$ cat config.mk
export PLATFORM = sky130hd
export DESIGN_NAME = script_text_tokenizer
export DESIGN_NICKNAME = d
export VERILOG_FILES = /design/src/rtl/stt_pkg.sv /design/src/rtl/stt_front.sv /design/src/rtl/stt_queue.sv /design/src/rtl/stt_back.sv /design/src/rtl/script_text_tokenizer.sv
export SDC_FILE = /design/constraint.sdc
export NUM_CORES = 1
export LEC_CHECK = 0
export BUFFER_PORTS_ARGS = -buffer_cell sky130_fd_sc_hd__buf_2
export CORE_MARGIN = 2
export CORE_UTILIZATION = 29
export DETAILED_ROUTE_END_ITERATION = 12
export MAX_ROUTING_LAYER = met4
export SLEW_MARGIN = 20
export SYNTH_ARGS = -nofsm -noshare
export SYNTH_HDL_FRONTEND = slang
export SYNTH_SLANG_ARGS = --single-unit
$ cat constraint.sdc
create_clock -name i_clk -period 19.87 [get_ports i_clk]
set_input_delay 1.987 -clock i_clk [delete_from_list [all_inputs] [get_ports i_clk]]
set_output_delay 1.987 -clock i_clk [all_outputs]
set_load 0.005 [all_outputs]
$ cat src/rtl/stt_pkg.sv
// Shared types and constants for the script text tokenizer.
// Holds the scan mode enum, result word layout and queue sizing.
// No dependencies.
package stt_pkg;

    typedef enum logic [2:0] {
        MODE_SKIP    = 3'd0,
        MODE_COMMENT = 3'd1,
        MODE_PLAIN   = 3'd2,
        MODE_QUOTED  = 3'd3,
        MODE_DROP    = 3'd4
    } t_mode;

    typedef enum logic [1:0] {
        KIND_CHAR       = 2'd0,
        KIND_TOKEN_END  = 2'd1,
        KIND_SCRIPT_END = 2'd2
    } t_kind;

    typedef enum logic [1:0] {
        REG_COMMENT_CHAR = 2'd0,
        REG_QUOTE_CHAR   = 2'd1,
        REG_MAX_CHARS    = 2'd2
    } t_reg_idx;

    localparam int unsigned RUN_ITEMS = 3;
    localparam int unsigned Q_DEPTH   = 4;
    localparam int unsigned Q_PTR_W   = $clog2(Q_DEPTH);

    localparam logic [7:0] WS_MAX     = 8'd32;
    localparam logic [7:0] NEWLINE    = 8'd10;
    localparam logic [7:0] RST_COMMENT = 8'd59;
    localparam logic [7:0] RST_QUOTE   = 8'd34;
    localparam logic [7:0] RST_MAX     = 8'd63;

    // one result word without its line number
    typedef struct packed {
        t_kind      kind;
        logic [7:0] ch;
        logic       quoted;
        logic [7:0] len;
    } t_item;

    // all result words caused by one input byte
    typedef struct packed {
        logic [1:0]                 count;
        t_item [RUN_ITEMS-1:0]      items;
    } t_run;

    localparam int unsigned RUN_W = $bits(t_run);

endpackage

$ cat src/rtl/stt_front.sv
// Front end: holds config registers and scan state, classifies each byte
// and builds the run of result words it causes.
// Depends on stt_pkg.
module stt_front #(
    parameter int unsigned LINE_BITS = 24
) (
    input  logic                 i_clk,
    input  logic                 i_rst_n,
    input  logic                 i_cfg_we,
    input  logic [1:0]           i_cfg_index,
    input  logic [7:0]           i_cfg_data,
    input  logic                 i_accept,
    input  logic [7:0]           i_text_byte,
    input  logic                 i_final_byte,
    output logic                 o_run_valid,
    output stt_pkg::t_run        o_run,
    output logic [LINE_BITS-1:0] o_line_tok,
    output logic [LINE_BITS-1:0] o_line_end
);
    import stt_pkg::*;

    localparam logic [LINE_BITS-1:0] LINE_ONE = {{(LINE_BITS-1){1'b0}}, 1'b1};
    localparam logic [LINE_BITS-1:0] LINE_MAX = {LINE_BITS{1'b1}};

    logic [7:0]           r_comment_char;
    logic [7:0]           r_quote_char;
    logic [7:0]           r_max_chars;
    t_mode                r_mode, n_mode;
    logic [7:0]           r_cnt, n_cnt;
    logic [LINE_BITS-1:0] r_line, n_line;

    logic [7:0]           eff_max;
    logic                 is_ws, is_cc, is_qc, is_nl;
    logic                 take, take_q, pre_end, pre_q, bump, cut;
    logic [7:0]           take_base, cnt1, cnt_step;
    t_mode                mode_step;
    logic [LINE_BITS-1:0] line_step;

    assign eff_max = (r_max_chars == 8'd0) ? 8'd1 : r_max_chars;
    assign is_ws   = (i_text_byte <= WS_MAX);
    assign is_cc   = (i_text_byte == r_comment_char);
    assign is_qc   = (i_text_byte == r_quote_char);
    assign is_nl   = (i_text_byte == NEWLINE);

    // classify the byte against the current mode
    always_comb begin
        take      = 1'b0;
        take_q    = 1'b0;
        pre_end   = 1'b0;
        pre_q     = 1'b0;
        bump      = 1'b0;
        take_base = r_cnt;
        cnt_step  = r_cnt;
        mode_step = r_mode;
        unique case (r_mode)
            MODE_SKIP: begin
                if (is_ws) begin
                    mode_step = MODE_SKIP;
                    bump      = is_nl;
                end else if (is_cc) begin
                    mode_step = MODE_COMMENT;
                end else if (is_qc) begin
                    mode_step = MODE_QUOTED;
                    cnt_step  = 8'd0;
                end else begin
                    take      = 1'b1;
                    take_base = 8'd0;
                end
            end
            MODE_COMMENT: begin
                if (is_nl) begin
                    mode_step = MODE_SKIP;
                    bump      = 1'b1;
                end
            end
            MODE_PLAIN: begin
                if (!is_ws && !is_cc) begin
                    take = 1'b1;
                end else begin
                    pre_end = 1'b1;
                    if (is_ws) begin
                        mode_step = MODE_SKIP;
                        bump      = is_nl;
                    end else begin
                        mode_step = MODE_COMMENT;
                    end
                end
            end
            MODE_QUOTED: begin
                if (is_qc) begin
                    pre_end   = 1'b1;
                    pre_q     = 1'b1;
                    mode_step = MODE_SKIP;
                end else begin
                    take   = 1'b1;
                    take_q = 1'b1;
                end
            end
            MODE_DROP: begin
                mode_step = MODE_SKIP;
            end
            default: begin
                mode_step = MODE_SKIP;
            end
        endcase
        cnt1 = take_base + 8'd1;
        cut  = take && (cnt1 >= eff_max);
        if (take) begin
            cnt_step = cnt1;
            if (cut) begin
                mode_step = take_q ? MODE_DROP : MODE_SKIP;
            end else begin
                mode_step = take_q ? MODE_QUOTED : MODE_PLAIN;
            end
        end
        line_step = (bump && (r_line != LINE_MAX)) ? r_line + LINE_ONE : r_line;
    end

    // next state
    always_comb begin
        if (i_final_byte) begin
            n_mode = MODE_SKIP;
            n_cnt  = 8'd0;
            n_line = LINE_ONE;
        end else begin
            n_mode = mode_step;
            n_cnt  = cnt_step;
            n_line = line_step;
        end
    end

    // result words
    always_comb begin
        t_item      cand [RUN_ITEMS];
        logic       en   [RUN_ITEMS];
        logic [1:0] n;
        logic       fin_open;
        fin_open = i_final_byte &&
                   ((mode_step == MODE_PLAIN) || (mode_step == MODE_QUOTED));

        cand[0].kind   = pre_end ? KIND_TOKEN_END : KIND_CHAR;
        cand[0].ch     = pre_end ? 8'd0 : i_text_byte;
        cand[0].quoted = pre_end ? pre_q : take_q;
        cand[0].len    = pre_end ? r_cnt : cnt1;
        en[0]          = pre_end || take;

        cand[1].kind   = KIND_TOKEN_END;
        cand[1].ch     = 8'd0;
        cand[1].quoted = cut ? take_q : (mode_step == MODE_QUOTED);
        cand[1].len    = cnt_step;
        en[1]          = cut || fin_open;

        cand[2].kind   = KIND_SCRIPT_END;
        cand[2].ch     = 8'd0;
        cand[2].quoted = 1'b0;
        cand[2].len    = 8'd0;
        en[2]          = i_final_byte;

        o_run = '0;
        n     = 2'd0;
        for (int k = 0; k < RUN_ITEMS; k++) begin
            if (en[k]) begin
                o_run.items[n] = cand[k];
                n = n + 2'd1;
            end
        end
        o_run.count = n;
        o_run_valid = (n != 2'd0);
    end

    assign o_line_tok = r_line;
    assign o_line_end = line_step;

    always_ff @(posedge i_clk) begin
        if (!i_rst_n) begin
            r_mode         <= MODE_SKIP;
            r_cnt          <= 8'd0;
            r_line         <= LINE_ONE;
            r_comment_char <= RST_COMMENT;
            r_quote_char   <= RST_QUOTE;
            r_max_chars    <= RST_MAX;
        end else begin
            if (i_accept) begin
                r_mode <= n_mode;
                r_cnt  <= n_cnt;
                r_line <= n_line;
            end
            if (i_cfg_we) begin
                unique case (i_cfg_index)
                    REG_COMMENT_CHAR: r_comment_char <= i_cfg_data;
                    REG_QUOTE_CHAR:   r_quote_char   <= i_cfg_data;
                    REG_MAX_CHARS:    r_max_chars    <= i_cfg_data;
                    default: ;
                endcase
            end
        end
    end

endmodule

$ cat src/rtl/stt_queue.sv
// Short register queue of result runs between front and back.
// Depends on stt_pkg for depth constants.
module stt_queue #(
    parameter int unsigned WIDTH = 8
) (
    input  logic             i_clk,
    input  logic             i_rst_n,
    input  logic             i_push,
    input  logic [WIDTH-1:0] i_wdata,
    input  logic             i_pop,
    output logic             o_full,
    output logic             o_empty,
    output logic [WIDTH-1:0] o_rdata
);
    import stt_pkg::*;

    localparam logic [Q_PTR_W:0] DEPTH_CNT = (Q_PTR_W + 1)'(Q_DEPTH);

    logic [WIDTH-1:0]   r_mem [Q_DEPTH];
    logic [Q_PTR_W-1:0] r_wr_ptr, r_rd_ptr;
    logic [Q_PTR_W:0]   r_fill;
    logic               do_push, do_pop;

    assign o_full  = (r_fill == DEPTH_CNT);
    assign o_empty = (r_fill == '0);
    assign o_rdata = r_mem[r_rd_ptr];
    assign do_push = i_push && !o_full;
    assign do_pop  = i_pop && !o_empty;

    always_ff @(posedge i_clk) begin
        if (do_push) begin
            r_mem[r_wr_ptr] <= i_wdata;
        end
    end

    always_ff @(posedge i_clk) begin
        if (!i_rst_n) begin
            r_wr_ptr <= '0;
            r_rd_ptr <= '0;
            r_fill   <= '0;
        end else begin
            if (do_push) begin
                r_wr_ptr <= r_wr_ptr + 1'b1;
            end
            if (do_pop) begin
                r_rd_ptr <= r_rd_ptr + 1'b1;
            end
            if (do_push && !do_pop) begin
                r_fill <= r_fill + 1'b1;
            end else if (do_pop && !do_push) begin
                r_fill <= r_fill - 1'b1;
            end
        end
    end

endmodule

$ cat src/rtl/stt_back.sv
// Back end: takes one run at a time from the queue and hands its result
// words out one per pop. Depends on stt_pkg.
module stt_back #(
    parameter int unsigned LINE_BITS = 24
) (
    input  logic                 i_clk,
    input  logic                 i_rst_n,
    input  logic                 i_q_empty,
    input  stt_pkg::t_run        i_run,
    input  logic [LINE_BITS-1:0] i_line_tok,
    input  logic [LINE_BITS-1:0] i_line_end,
    output logic                 o_q_pop,
    input  logic                 i_pop,
    output logic                 o_empty,
    output logic [1:0]           o_kind,
    output logic [7:0]           o_char_value,
    output logic                 o_is_quoted,
    output logic [7:0]           o_token_length,
    output logic [LINE_BITS-1:0] o_line_number,
    output logic                 o_last_of_run
);
    import stt_pkg::*;

    logic                 r_valid;
    logic [1:0]           r_idx;
    t_run                 r_run;
    logic [LINE_BITS-1:0] r_line_tok, r_line_end;
    logic                 last, take_out, load;
    t_item                cur;

    assign cur      = r_run.items[r_idx];
    assign last     = (r_idx == (r_run.count - 2'd1));
    assign take_out = r_valid && i_pop;
    assign load     = !i_q_empty && (!r_valid || (take_out && last));
    assign o_q_pop  = load;

    assign o_empty        = !r_valid;
    assign o_kind         = cur.kind;
    assign o_char_value   = cur.ch;
    assign o_is_quoted    = cur.quoted;
    assign o_token_length = cur.len;
    assign o_line_number  = (cur.kind == KIND_SCRIPT_END) ? r_line_end : r_line_tok;
    assign o_last_of_run  = last;

    always_ff @(posedge i_clk) begin
        if (load) begin
            r_run      <= i_run;
            r_line_tok <= i_line_tok;
            r_line_end <= i_line_end;
        end
    end

    always_ff @(posedge i_clk) begin
        if (!i_rst_n) begin
            r_valid <= 1'b0;
            r_idx   <= 2'd0;
        end else begin
            if (load) begin
                r_valid <= 1'b1;
                r_idx   <= 2'd0;
            end else if (take_out) begin
                if (last) begin
                    r_valid <= 1'b0;
                    r_idx   <= 2'd0;
                end else begin
                    r_idx <= r_idx + 2'd1;
                end
            end
        end
    end

endmodule

$ cat src/rtl/script_text_tokenizer.sv
// Top level of the script text tokenizer.
// Depends on stt_pkg, stt_front, stt_queue and stt_back.
//
// Usage:
//   Input channel: drive i_text_byte/i_final_byte with i_push; a word is
//   taken on a clock edge with i_push high and o_full low.
//   Result channel: while o_empty is low the oldest result word is on the
//   o_ ports; i_pop high on a clock edge takes it.
//   Config: i_cfg_we writes i_cfg_data to register i_cfg_index
//   (0 comment char, 1 quote char, 2 max token chars); write only when idle.
// Timing:
//   One input byte is taken per cycle while the run queue has room. A byte
//   makes zero to three result words; the first reaches the outputs via the
//   run queue and the back end's run register, and words leave at one per
//   cycle, so the output side (one word per pop) sets the sustained rate.
//   A stalled receiver fills the four-run queue, then o_full holds input.
// Reset: i_rst_n low on a clock edge clears scan state, line count (to 1),
//   queue and output, and restores register defaults.
module script_text_tokenizer #(
    parameter int unsigned LINE_BITS = 24
) (
    input  logic                 i_clk,
    input  logic                 i_rst_n,
    input  logic                 i_cfg_we,
    input  logic [1:0]           i_cfg_index,
    input  logic [7:0]           i_cfg_data,
    input  logic                 i_push,
    output logic                 o_full,
    input  logic [7:0]           i_text_byte,
    input  logic                 i_final_byte,
    output logic                 o_empty,
    input  logic                 i_pop,
    output logic [1:0]           o_kind,
    output logic [7:0]           o_char_value,
    output logic                 o_is_quoted,
    output logic [7:0]           o_token_length,
    output logic [LINE_BITS-1:0] o_line_number,
    output logic                 o_last_of_run
);
    import stt_pkg::*;

    localparam int unsigned QW = RUN_W + 2 * LINE_BITS;

    logic                 accept;
    logic                 run_valid;
    t_run                 f_run, b_run;
    logic [LINE_BITS-1:0] f_line_tok, f_line_end, b_line_tok, b_line_end;
    logic [QW-1:0]        q_wdata, q_rdata;
    logic                 q_empty, q_pop;

    assign accept  = i_push && !o_full;
    assign q_wdata = {f_run, f_line_tok, f_line_end};
    assign {b_run, b_line_tok, b_line_end} = q_rdata;

    stt_front #(
        .LINE_BITS (LINE_BITS)
    ) u_front (
        .i_clk        (i_clk),
        .i_rst_n      (i_rst_n),
        .i_cfg_we     (i_cfg_we),
        .i_cfg_index  (i_cfg_index),
        .i_cfg_data   (i_cfg_data),
        .i_accept     (accept),
        .i_text_byte  (i_text_byte),
        .i_final_byte (i_final_byte),
        .o_run_valid  (run_valid),
        .o_run        (f_run),
        .o_line_tok   (f_line_tok),
        .o_line_end   (f_line_end)
    );

    stt_queue #(
        .WIDTH (QW)
    ) u_queue (
        .i_clk   (i_clk),
        .i_rst_n (i_rst_n),
        .i_push  (accept && run_valid),
        .i_wdata (q_wdata),
        .i_pop   (q_pop),
        .o_full  (o_full),
        .o_empty (q_empty),
        .o_rdata (q_rdata)
    );

    stt_back #(
        .LINE_BITS (LINE_BITS)
    ) u_back (
        .i_clk          (i_clk),
        .i_rst_n        (i_rst_n),
        .i_q_empty      (q_empty),
        .i_run          (b_run),
        .i_line_tok     (b_line_tok),
        .i_line_end     (b_line_end),
        .o_q_pop        (q_pop),
        .i_pop          (i_pop),
        .o_empty        (o_empty),
        .o_kind         (o_kind),
        .o_char_value   (o_char_value),
        .o_is_quoted    (o_is_quoted),
        .o_token_length (o_token_length),
        .o_line_number  (o_line_number),
        .o_last_of_run  (o_last_of_run)
    );

endmodule

Word level (Yosys, flattened, before mapping)
Memories as Yosys holds them, arrays and structs flattened. A register that Yosys moved wholly into a read port is not among the register bits.
Index checks and enable logic that the tools add are counted.
Operators by class
  add/sub/neg operators: 10
  order comparisons: 7
  equal/unequal tests: 14
  muxes and demuxes: 67
  bitwise gates (word level): 4
  reduce and logical (&&, ||, !) cells: 39
Operators with widths (number)
  57-bit 2-to-1 mux: 2
  8-bit 2-to-1 mux: 13
  19-bit demux with 2-bit select: 2
  19-bit 2-to-1 mux: 4
  24-bit 2-to-1 mux: 3
  57-bit bitwise mux: 1
  54-bit AND: 1
  54-bit NOT: 1
  19-bit binary-select mux with 2-bit select: 1
  3-bit 2-to-1 mux: 12
  24-bit by 1-bit adder with 24-bit output, second input constant: 1
  24-bit inequality test, second input constant: 1
  1-bit 2-to-1 mux: 22
  8-bit equality test: 2
  1-bit logical AND: 15
  3-bit by 2-bit equality test with 1-bit output, second input constant: 4
  3-bit one-hot mux with 4 select lines: 1
  2-bit by 1-bit adder with 2-bit output, second input constant: 4
  8-bit by 1-bit adder with 8-bit output, second input constant: 1
  8-bit by 4-bit equality test with 1-bit output, second input constant: 1
  8-bit >= comparator: 1
  8-bit by 6-bit less-or-equal comparator with 1-bit output, second input constant: 1
  8-bit zero test: 1
  2-bit AND reduction: 4
  other kinds (24): 42
Storage, ports and cells
  bits in registers: 69
  RAM bits: 428
  bits of input ports: 24
  output and inout bits: 46
  logic and storage cells: 153
  memories: 1
Memory list
  u_queue.r_mem: words 4, bits a word 107, rd ports 1, clocked after Yosys merged registers in 1, write ports 1, line stt_queue.sv:19  | logic [WIDTH-1:0] r_mem [Q_DEPTH];

Depth between registers and ports, before layout
Gate-level depths: netlist of run 1.
  depth in word-level cells: 24
  mapped depth: 28
  gate-level depth less buffers: 27

Modules after synthesis
Synthesis of run 1 repeated with hierarchy kept, for this count alone.
Second synthesis, totals
  cell total of the unflattened synthesis: 1381
  area total of the unflattened synthesis: 24313.3 sq um
By module, submodules not included
  stt_queue: instances 1, cells an instance 607, area an instance 15891.5 sq um, seq. area each 13032.5 sq um
  stt_front: instances 1, cells an instance 548, area an instance 4217.8 sq um, seq. area each 1181.1 sq um
  stt_back: instances 1, cells an instance 224, area an instance 4189.0 sq um, seq. area each 3273.1 sq um
  script_text_tokenizer: instances 1, cells an instance 2, area an instance 15.0 sq um, seq. area each 0.0 sq um

Worst setup path before layout of run 1
OpenSTA, ideal clock, no wires.
  path type: input to register
  from: in i_text_byte[1]
  to: mem u_queue.r_mem[0][0] (netlist bit) (enable)
  library setup time: 0.448 ns
  arrival time: 7.835 ns
  data required time: 19.422 ns
  slack: 11.587 ns
  cell stages on the path: 22
  buffers on the path: 1
  cell sequence: or4_1 > o211ai_1 > a211o_2 > nor3_2 > nor2b_1 > ha_1 > nand3_1 > xor2_1 > nor2_1 > ha_1 > o21ai_0 > o21ai_0 > o2111ai_1 > o21ai_1 > a21oi_1 > buf_2 > inv_1 > ha_1 > xor2_1 > nor2_1 > nor2_1 > and2_1
RTL lines
  from (decl): line script_text_tokenizer.sv:29  | input logic [7:0] i_text_byte,
  to (decl): line stt_queue.sv:19

==> results of run 1 <==
==> layer usage <==
| metal | GRT usage, % | vias to the layer above | wire (um) |
|---|---|---|---|
| met1 | 15.84 | 5137 | 17790 |
| li1 | - | 4648 | - |
| met4 | 4.198 | 0 | 1038 |
| met3 | 2.265 | 67 | 1941 |
| met5 | - | - | 0 |
| met2 | 20.44 | 239 | 19940 |
==> path summary, 6_finish.rpt <==
check	cells past startpoint	endpoint
min	2	u_front.r_max_chars[0]
max	20	u_queue.r_mem[0][50]
min reg2reg	2	u_front.r_max_chars[0]
max reg2reg	19	u_queue.r_mem[0][50]
==> layout make-up <==
| class | instances | area [sq um] |
|---|---|---|
| multi-input combinational | 610 | 5361 |
| timing repair buffer | 80 | 427.9 |
| inverter | 27 | 102.6 |
| clock inverter | 27 | 299.0 |
| fill | 6289 | 43510 |
| tap | 864 | 1081 |
| clock buffer | 60 | 1296 |
| sequential | 474 | 13550 |
==> report_power, final <==
part | total [mW] | switching [mW] | internal (mW)
Sequential | 1.34 | 0.0658 | 1.27
Combinational | 0.518 | 0.289 | 0.230
Clock | 0.907 | 0.367 | 0.540
==> critical path: stages <==
cell and delay, ps:
buf_2 150, xor2_1 170, nor4_1 90, a211o_2 390
nor3_2 520, nor2b_1 180, ha_1 370, ha_1 310
a2111oi_0 470, o21ai_0 250, o2111ai_1 240, o21ai_1 150
a21oi_1 660, inv_1 140, ha_1 350, xor2_1 310
nor2_1 100, nor2_1 460, and2_4 480, buf_4 780
==> state kept, by name (all words and copies together) (netlist names) <==
name and count:
u_back.r_idx 2, u_back.r_line_end 24, u_back.r_line_tok 24, u_back.r_run 33, u_back.r_valid 1, u_front.o_line_tok 24, u_front.r_cnt 8, u_front.r_comment_char 8
u_front.r_max_chars 8, u_front.r_mode 3, u_front.r_quote_char 8, u_queue.r_fill 3, u_queue.r_mem 324, u_queue.r_rd_ptr 2, u_queue.r_wr_ptr 2
==> through the flow <==
stage	instances	total power, mW	utilization [%]	hold WS [ps]	cell area [sq um]
final	2142	2.764	33.70	483.4	22120
after floorplan	1163	1.678	-	442.8	19200
after global placement	2055	1.898	31.27	468.4	20520
after detailed placement	2055	1.910	31.27	473.9	20520
after CTS	2142	2.825	33.70	487.9	22120
after global routing	2142	2.906	33.70	510.2	22120
==> cells by family (layout without fill, tap and decap cells) <==
kind of cell               after synthesis  after routing  share of synthesized area [%]
DFF                                    474            474                          70.52
and+or+nand+nor                        285            285                          7.701
muxes                                  128            128                          12.11
AOI/OAI and AO/OA                      122            122                          4.229
buffers and inverters                   79            194                          1.622
xor gates and xnor gates                57             57                          2.600
adders and majority gates               18             18                          1.212
==> cell usage in the layout (no fill, tap or decap), types with 17 or more instances in the layout <==
cell type,instances
edfxtp_1,405
mux4_2,81
nand2_1,74
buf_2,69
dfxtp_1,67
nor2_1,54
clkbuf_16,48
o21ai_0,32
xnor2_1,30
and2_1,30
xor2_1,27
inv_1,26
nor2b_1,25
mux2_2,25
a21oi_1,23
mux2i_1,22
nand3_1,17
ha_1,17
==> key figures, run 1 <==
Run status
  • Outcome: finished, final reports clean

Drt
  • First-pass iteration count of the detailed router: 5
  • Drt initial violations: 890
  • Routed WL: 40.72 mm
  • Post-DRT Antenna Nets: 0
  • Vias after detailed routing: 10,090
  • Wire per inst: 19.01 um
  • Drt via density: about 4.7
  • DRC: 0

Logic synthesis
  • List of most frequent post-synthesis cells: edfxtp_1, mux4_2, nand2_1
  • Cell taking the most area after synthesis: edfxtp_1
  • Most area-consuming cells after synthesis: edfxtp_1, mux4_2, dfxtp_1
  • Post-synthesis sequential area ratio: 70.52%
  • Synth Flop Type: edfxtp_1
  • Synth Warn #: 0
  • Mapped Area: 0.01920 sq mm
  • Synth Net Count: between 1,000 and 1,500
  • Synthesized area per cell: 16.51 sq um
  • Unique masters post-synth: 67
  • Gate Count Post-Synth: about 1,200
  • Flops & latches, synth: 474
  • EDFF count, synth: 405
  • Yosys top cell area share: 63.33%
  • Most common cell in the synthesized netlist: edfxtp_1
  • Asr flop ratio synth: 0%

Pwr
  • Pleak: 7.372 nW
  • P per Cell Area: 125.0 mW/mm^2
  • Worst VDD drop: a little under 60 uV

Run
  • Max-cap violation count: 0

Setup path
  • Critical path origin: i_text_byte[6]
  • WP data arrival: 8650 ps
  • Critical path class: input port to flip-flop
  • CP Capture Type: flip-flop
  • Worst Path Required: 20,050 ps
  • Worst r2r src: u_front.r_comment_char[6]
  • CP max FO: 60
  • Flop2flop setup slack: 12,600 ps
  • Crit path launch type: input port

Die
  • Core area: between 0.06 and 0.07 sq mm
  • Rows: between 90 and 100
  • Die X: 261.3 um
  • Die ar.: 0.06829 sq mm
  • Die Y: 261.3 um
  • I/O pin cnt: 70
  • Initial Util: 29.26%

Global route
  • Largest net degree at the start of global routing: 64
  • Vias in the first global route: 10,460
  • First-pass GRT wire length: 63.10 mm
  • Initial antenna violation count: 0
  • Tot GR Track Use: 12.56%
  • GRT Residual Overflow: 0

Clock tree
  • Num CTS Buffers: 47
  • Clk buf depth: 3
  • Post-CTS Setup Bufs: 0
  • Clk_lat worst skew: 570 ps
  • CTS tree: built
  • H-tree level count: 2
  • # clock sinks: 474
  • Worst-path clk slew: 60 ps
  • Clock Tree Root: clkbuf_16
  • # hold bufs at CTS: 0
  • Cts repair resizes: 0

Cells and area
  • Net count, final: 1,282
  • Share of post-route cells with drive strength above 1: 21.91%
  • Antenna diode count: 0
  • Synthesis-to-finish area growth: 15.18%

Place
  • Final RePlAce weighted congestion: 0.7776
  • Port Buffers: 69
  • Dpl hpwl: about 26 mm
  • Setup WS pre-CTS: roughly 11,000 ps

Worst hold path
  • Min-delay src: u_front.r_max_chars[0]
  • Worst Hold Class: flip-flop to flip-flop

STA
  • Tmin final: 8467 ps
  • Slew headroom: 33.90%
  • Least-Margin Pin Slew: 990.2 ps
  • Slew Viols, Final: 0
  • Tcrit/Tclk final: 42.61%
  • Hold Violations, Final: 0
  • # setup viols final: 0
  • Setup tns final: 0 ps
  • Fmax: between 0.1 and 0.15 GHz
  • Worst Skew: 21.79 ps
  • Final worst slack: 11,400 ps
  • RSZ-0062 raised after global routing: no
Power figures use the tool's default switching activity.
==> inputs of run 2 (changes only) <==
--- a/config.mk
+++ b/config.mk
@@ -5,6 +5,7 @@
 export SDC_FILE = /design/constraint.sdc
 export NUM_CORES = 1
 export LEC_CHECK = 0
+export ABC_AREA = 1
 export BUFFER_PORTS_ARGS = -buffer_cell sky130_fd_sc_hd__buf_2
 export CORE_MARGIN = 2
 export CORE_UTILIZATION = 29
==> constraint.sdc (replaced) <==
create_clock -name i_clk -period 7.82 [get_ports i_clk]
set_input_delay 0.782 -clock i_clk [delete_from_list [all_inputs] [get_ports i_clk]]
set_output_delay 0.782 -clock i_clk [all_outputs]
set_load 0.005 [all_outputs]
==> key figures, run 2 <==
Cells and area
  • Leading cell types in the layout, fill and taps excluded: edfxtp_1, nand2_1, nor2_1
  • Share of post-route cells with drive strength above 1: 13.94% (-8.0 points)
  • Synthesis-to-finish area growth: 15.50%
  • Top reg by flops: u_queue.r_mem
  • Biggest regs: u_queue.r_mem x324, u_back.r_run x33
  • Fillers: 6,485 (+3.1%)
  • Commonest non-fill, non-tap cell in the layout: edfxtp_1
  • Net count, final: 1,776 (+39%)
  • Final Util: 34.00% (+0.30 points)
  • Antenna diode count: 0 (unchanged)
  • Max reg flops: 324 (unchanged)
  • Final design area excluding fillers: 0.02248 sq mm (+1.6%)

STA
  • Slew Viols, Final: 0 (unchanged)
  • Tcrit/Tclk final: about three quarters
  • Setup tns final: 0 ps (unchanged)
  • Least-Margin Pin Slew: 1000 ps (+10.14 ps)
  • Fmax: 0.1732 GHz
  • # setup viols final: 0 (unchanged)
  • Tmin final: 5773 ps
  • Slew headroom: 33.31% (-0.59 points)
  • Worst Skew: 32.33 ps (+10.54 ps)
  • Hold Violations, Final: 0 (unchanged)
  • Hold_ws: 463.9 ps (-19.53 ps)
  • RSZ-0062 raised after global routing: no

Setup path
  • CP max FO: 44 (-27%)
  • Critical path class: flip-flop to flip-flop
  • Flop2flop setup slack: 2050 ps (-10,550 ps)
  • CP Capture Type: flip-flop
  • Crit path launch type: flip-flop
  • Worst r2r src: u_front.r_comment_char[3]
  • Reg2Reg Depth: 35 (+16)
  • Largest stage delay, worst path: 720 ps (-60 ps)
  • RR Endpoint: u_queue.r_mem[1][38]
  • Critical path origin: u_front.r_comment_char[3]
  • Crit-path slowest cell: nor2_4
  • Worst Path Required: 8060 ps (-11,990 ps)
  • Worst Setup EP: u_queue.r_mem[1][38]
  • CP dominant cell by count: nand2_1
  • WP data arrival: 6010 ps (-2640 ps)

Clock tree
  • Num CTS Buffers: 46 (-2.1%)
  • Clk_lat worst skew: 590 ps (+20 ps)
  • # clock sinks: 474 (unchanged)
  • Clk buf depth: 3 (unchanged)
  • Post-CTS Setup Bufs: 0 (unchanged)
  • H-tree level count: 2 (unchanged)
  • Cts repair resizes: 0 (unchanged)
  • Worst-path clk slew: 70 ps (about the same)
  • Clock Tree Root: clkbuf_16
  • CTS tree: built
  • # hold bufs at CTS: 0 (unchanged)

Pwr
  • Total power: 7.748 mW (+180%)
  • P per Cell Area: 344.7 mW/mm^2 (+180%)
  • Pleak: 8.275 nW (+12%)
  • Worst VDD drop: 211.4 uV (+260%)

Logic synthesis
  • Post-synthesis sequential area ratio: 69.60% (-0.93 points)
  • Yosys top cell area share: 62.50% (-0.83 points)
  • Unique masters post-synth: 44 (-34%)
  • Synth Flop Type: edfxtp_1
  • Synth Net Count: 1,721 (+43%)
  • Most area-consuming cells after synthesis: edfxtp_1, dfxtp_1, o21ai_0
  • Synthesized area per cell: 11.59 sq um (-30%)
  • Most common cell in the synthesized netlist: edfxtp_1
  • EDFF count, synth: 405 (unchanged)
  • Flops & latches, synth: 474 (unchanged)
  • Cell taking the most area after synthesis: edfxtp_1
  • Mapped Area: 0.01946 sq mm (+1.3%)
  • List of most frequent post-synthesis cells: edfxtp_1, nand2_1, nor2_1
  • Asr flop ratio synth: 0% (unchanged)
  • Gate Count Post-Synth: 1,679 (+44%)
  • Synth Warn #: 0 (unchanged)

Place
  • Final RePlAce weighted congestion: 0.8483 (+9.1%)
  • Dpl hpwl: 27.62 mm (+5.4%)
  • Port Buffers: 69 (unchanged)
  • Placed inst area: 0.02079 sq mm (+1.3%)

Global route
  • Largest net degree at the start of global routing: 117 (+83%)
  • Vias in the first global route: 12,490 (+19%)
  • First-pass GRT wire length: 71.73 mm (+14%)
  • Initial antenna violation count: 1 (+1)
  • Tot GR Track Use: 13.42% (+0.86 points)
  • GRT Residual Overflow: 0 (unchanged)

Die
  • Die Y: 263.0 um (+0.65%)
  • Die ar.: 0.06919 sq mm (+1.3%)
  • Die X: 263.0 um (+0.65%)
  • I/O pin cnt: 70 (unchanged)
  • Core area: 0.06610 sq mm (+0.72%)
  • Rows: 94 (unchanged)
  • Initial Util: 29.44% (+0.18 points)

Drt
  • Routed WL: 45.57 mm (+12%)
  • Post-DRT Antenna Nets: 0 (unchanged)
  • Vias after detailed routing: 12,540 (+24%)
  • Drt via density: 4.756 (+0.96%)
  • First-pass iteration count of the detailed router: 5 (unchanged)
  • DRC: 0 (unchanged)
  • Wire per inst: 17.29 um (-9.1%)
  • Drt initial violations: 1,079 (+21%)

Run
  • Max-cap violation count: 0 (unchanged)

Worst hold path
  • Worst Hold Class: input port to flip-flop
  • Hold depth: 3 (+1)

Run status
  • Outcome: finished, final reports clean
## run 2: layer usage
metal,part of all wire [%],vias to the layer above,GRT usage (%)
li1,-,6037,-
met1,46,6160,17.65
met2,47,287,21.43
met3,5.2,54,2.067
met4,2.0,0,4.077
met5,0,-,-
## run 2: logic make-up (layout without fill, tap and decap cells)
group	count (synthesis)	in the layout	synth area share (%)
flip-flops	474	474	69.60
multiplexers	25	25	1.440
AO/OA/AOI/OAI	366	366	10.29
buffers and inverters	198	291	3.929
AND/OR/NAND/NOR	572	572	12.37
adder cells (fa/ha/maj)	18	18	1.196
XOR/XNOR	26	26	1.170
## run 2: per-stage QoR
stage | std cells | setup slack [ps]
after floorplan | 1679 | -85.30
after global placement | 2550 | 1671
after detailed placement | 2550 | 1480
after CTS | 2636 | 1956
after global routing | 2636 | 1257
final | 2636 | 2047
## run 2: how the worst min path moves through the flow
stage,slack (ps),startpoint,endpoint
finish,460,i_cfg_data[1],u_front.r_comment_char[1]
floorplan,430,u_front.r_max_chars[0],u_front.r_max_chars[0]
detailed placement,470,u_front.r_cnt[1],u_front.r_cnt[1]
CTS,420,i_cfg_data[0],u_front.r_max_chars[0]
global placement,460,u_front.r_cnt[1],u_front.r_cnt[1]
global route,460,i_cfg_data[1],u_front.r_quote_char[1]
## run 2: report_power, final
part / internal (mW) / switching, mW
logic: 0.588 / 1.29
clock network: 1.45 / 0.975
registers: 3.31 / 0.145
## run 2: area by class of cell
type / count / area [sq um] / area share (%)
sequential: 474 / 13550 / 60.28
multi-input combinational: 1007 / 5197 / 23.13
clock buffer: 58 / 1290 / 5.740
tap: 864 / 1081 / 4.810
timing repair buffer: 86 / 526.8 / 2.344
inverter: 119 / 451.7 / 2.010
clock inverter: 28 / 380.4 / 1.692
## run 2: critical path, delay by kind of cell (launching register included)
kind                     cells  cell delay [ps]
adder cells (fa/ha/maj)      3              870
AO/OA/AOI/OAI                4              500
buffers and inverters        7              850
flip-flops                   1              370
AND/OR/NAND/NOR             20             2660
XOR/XNOR                     1              160
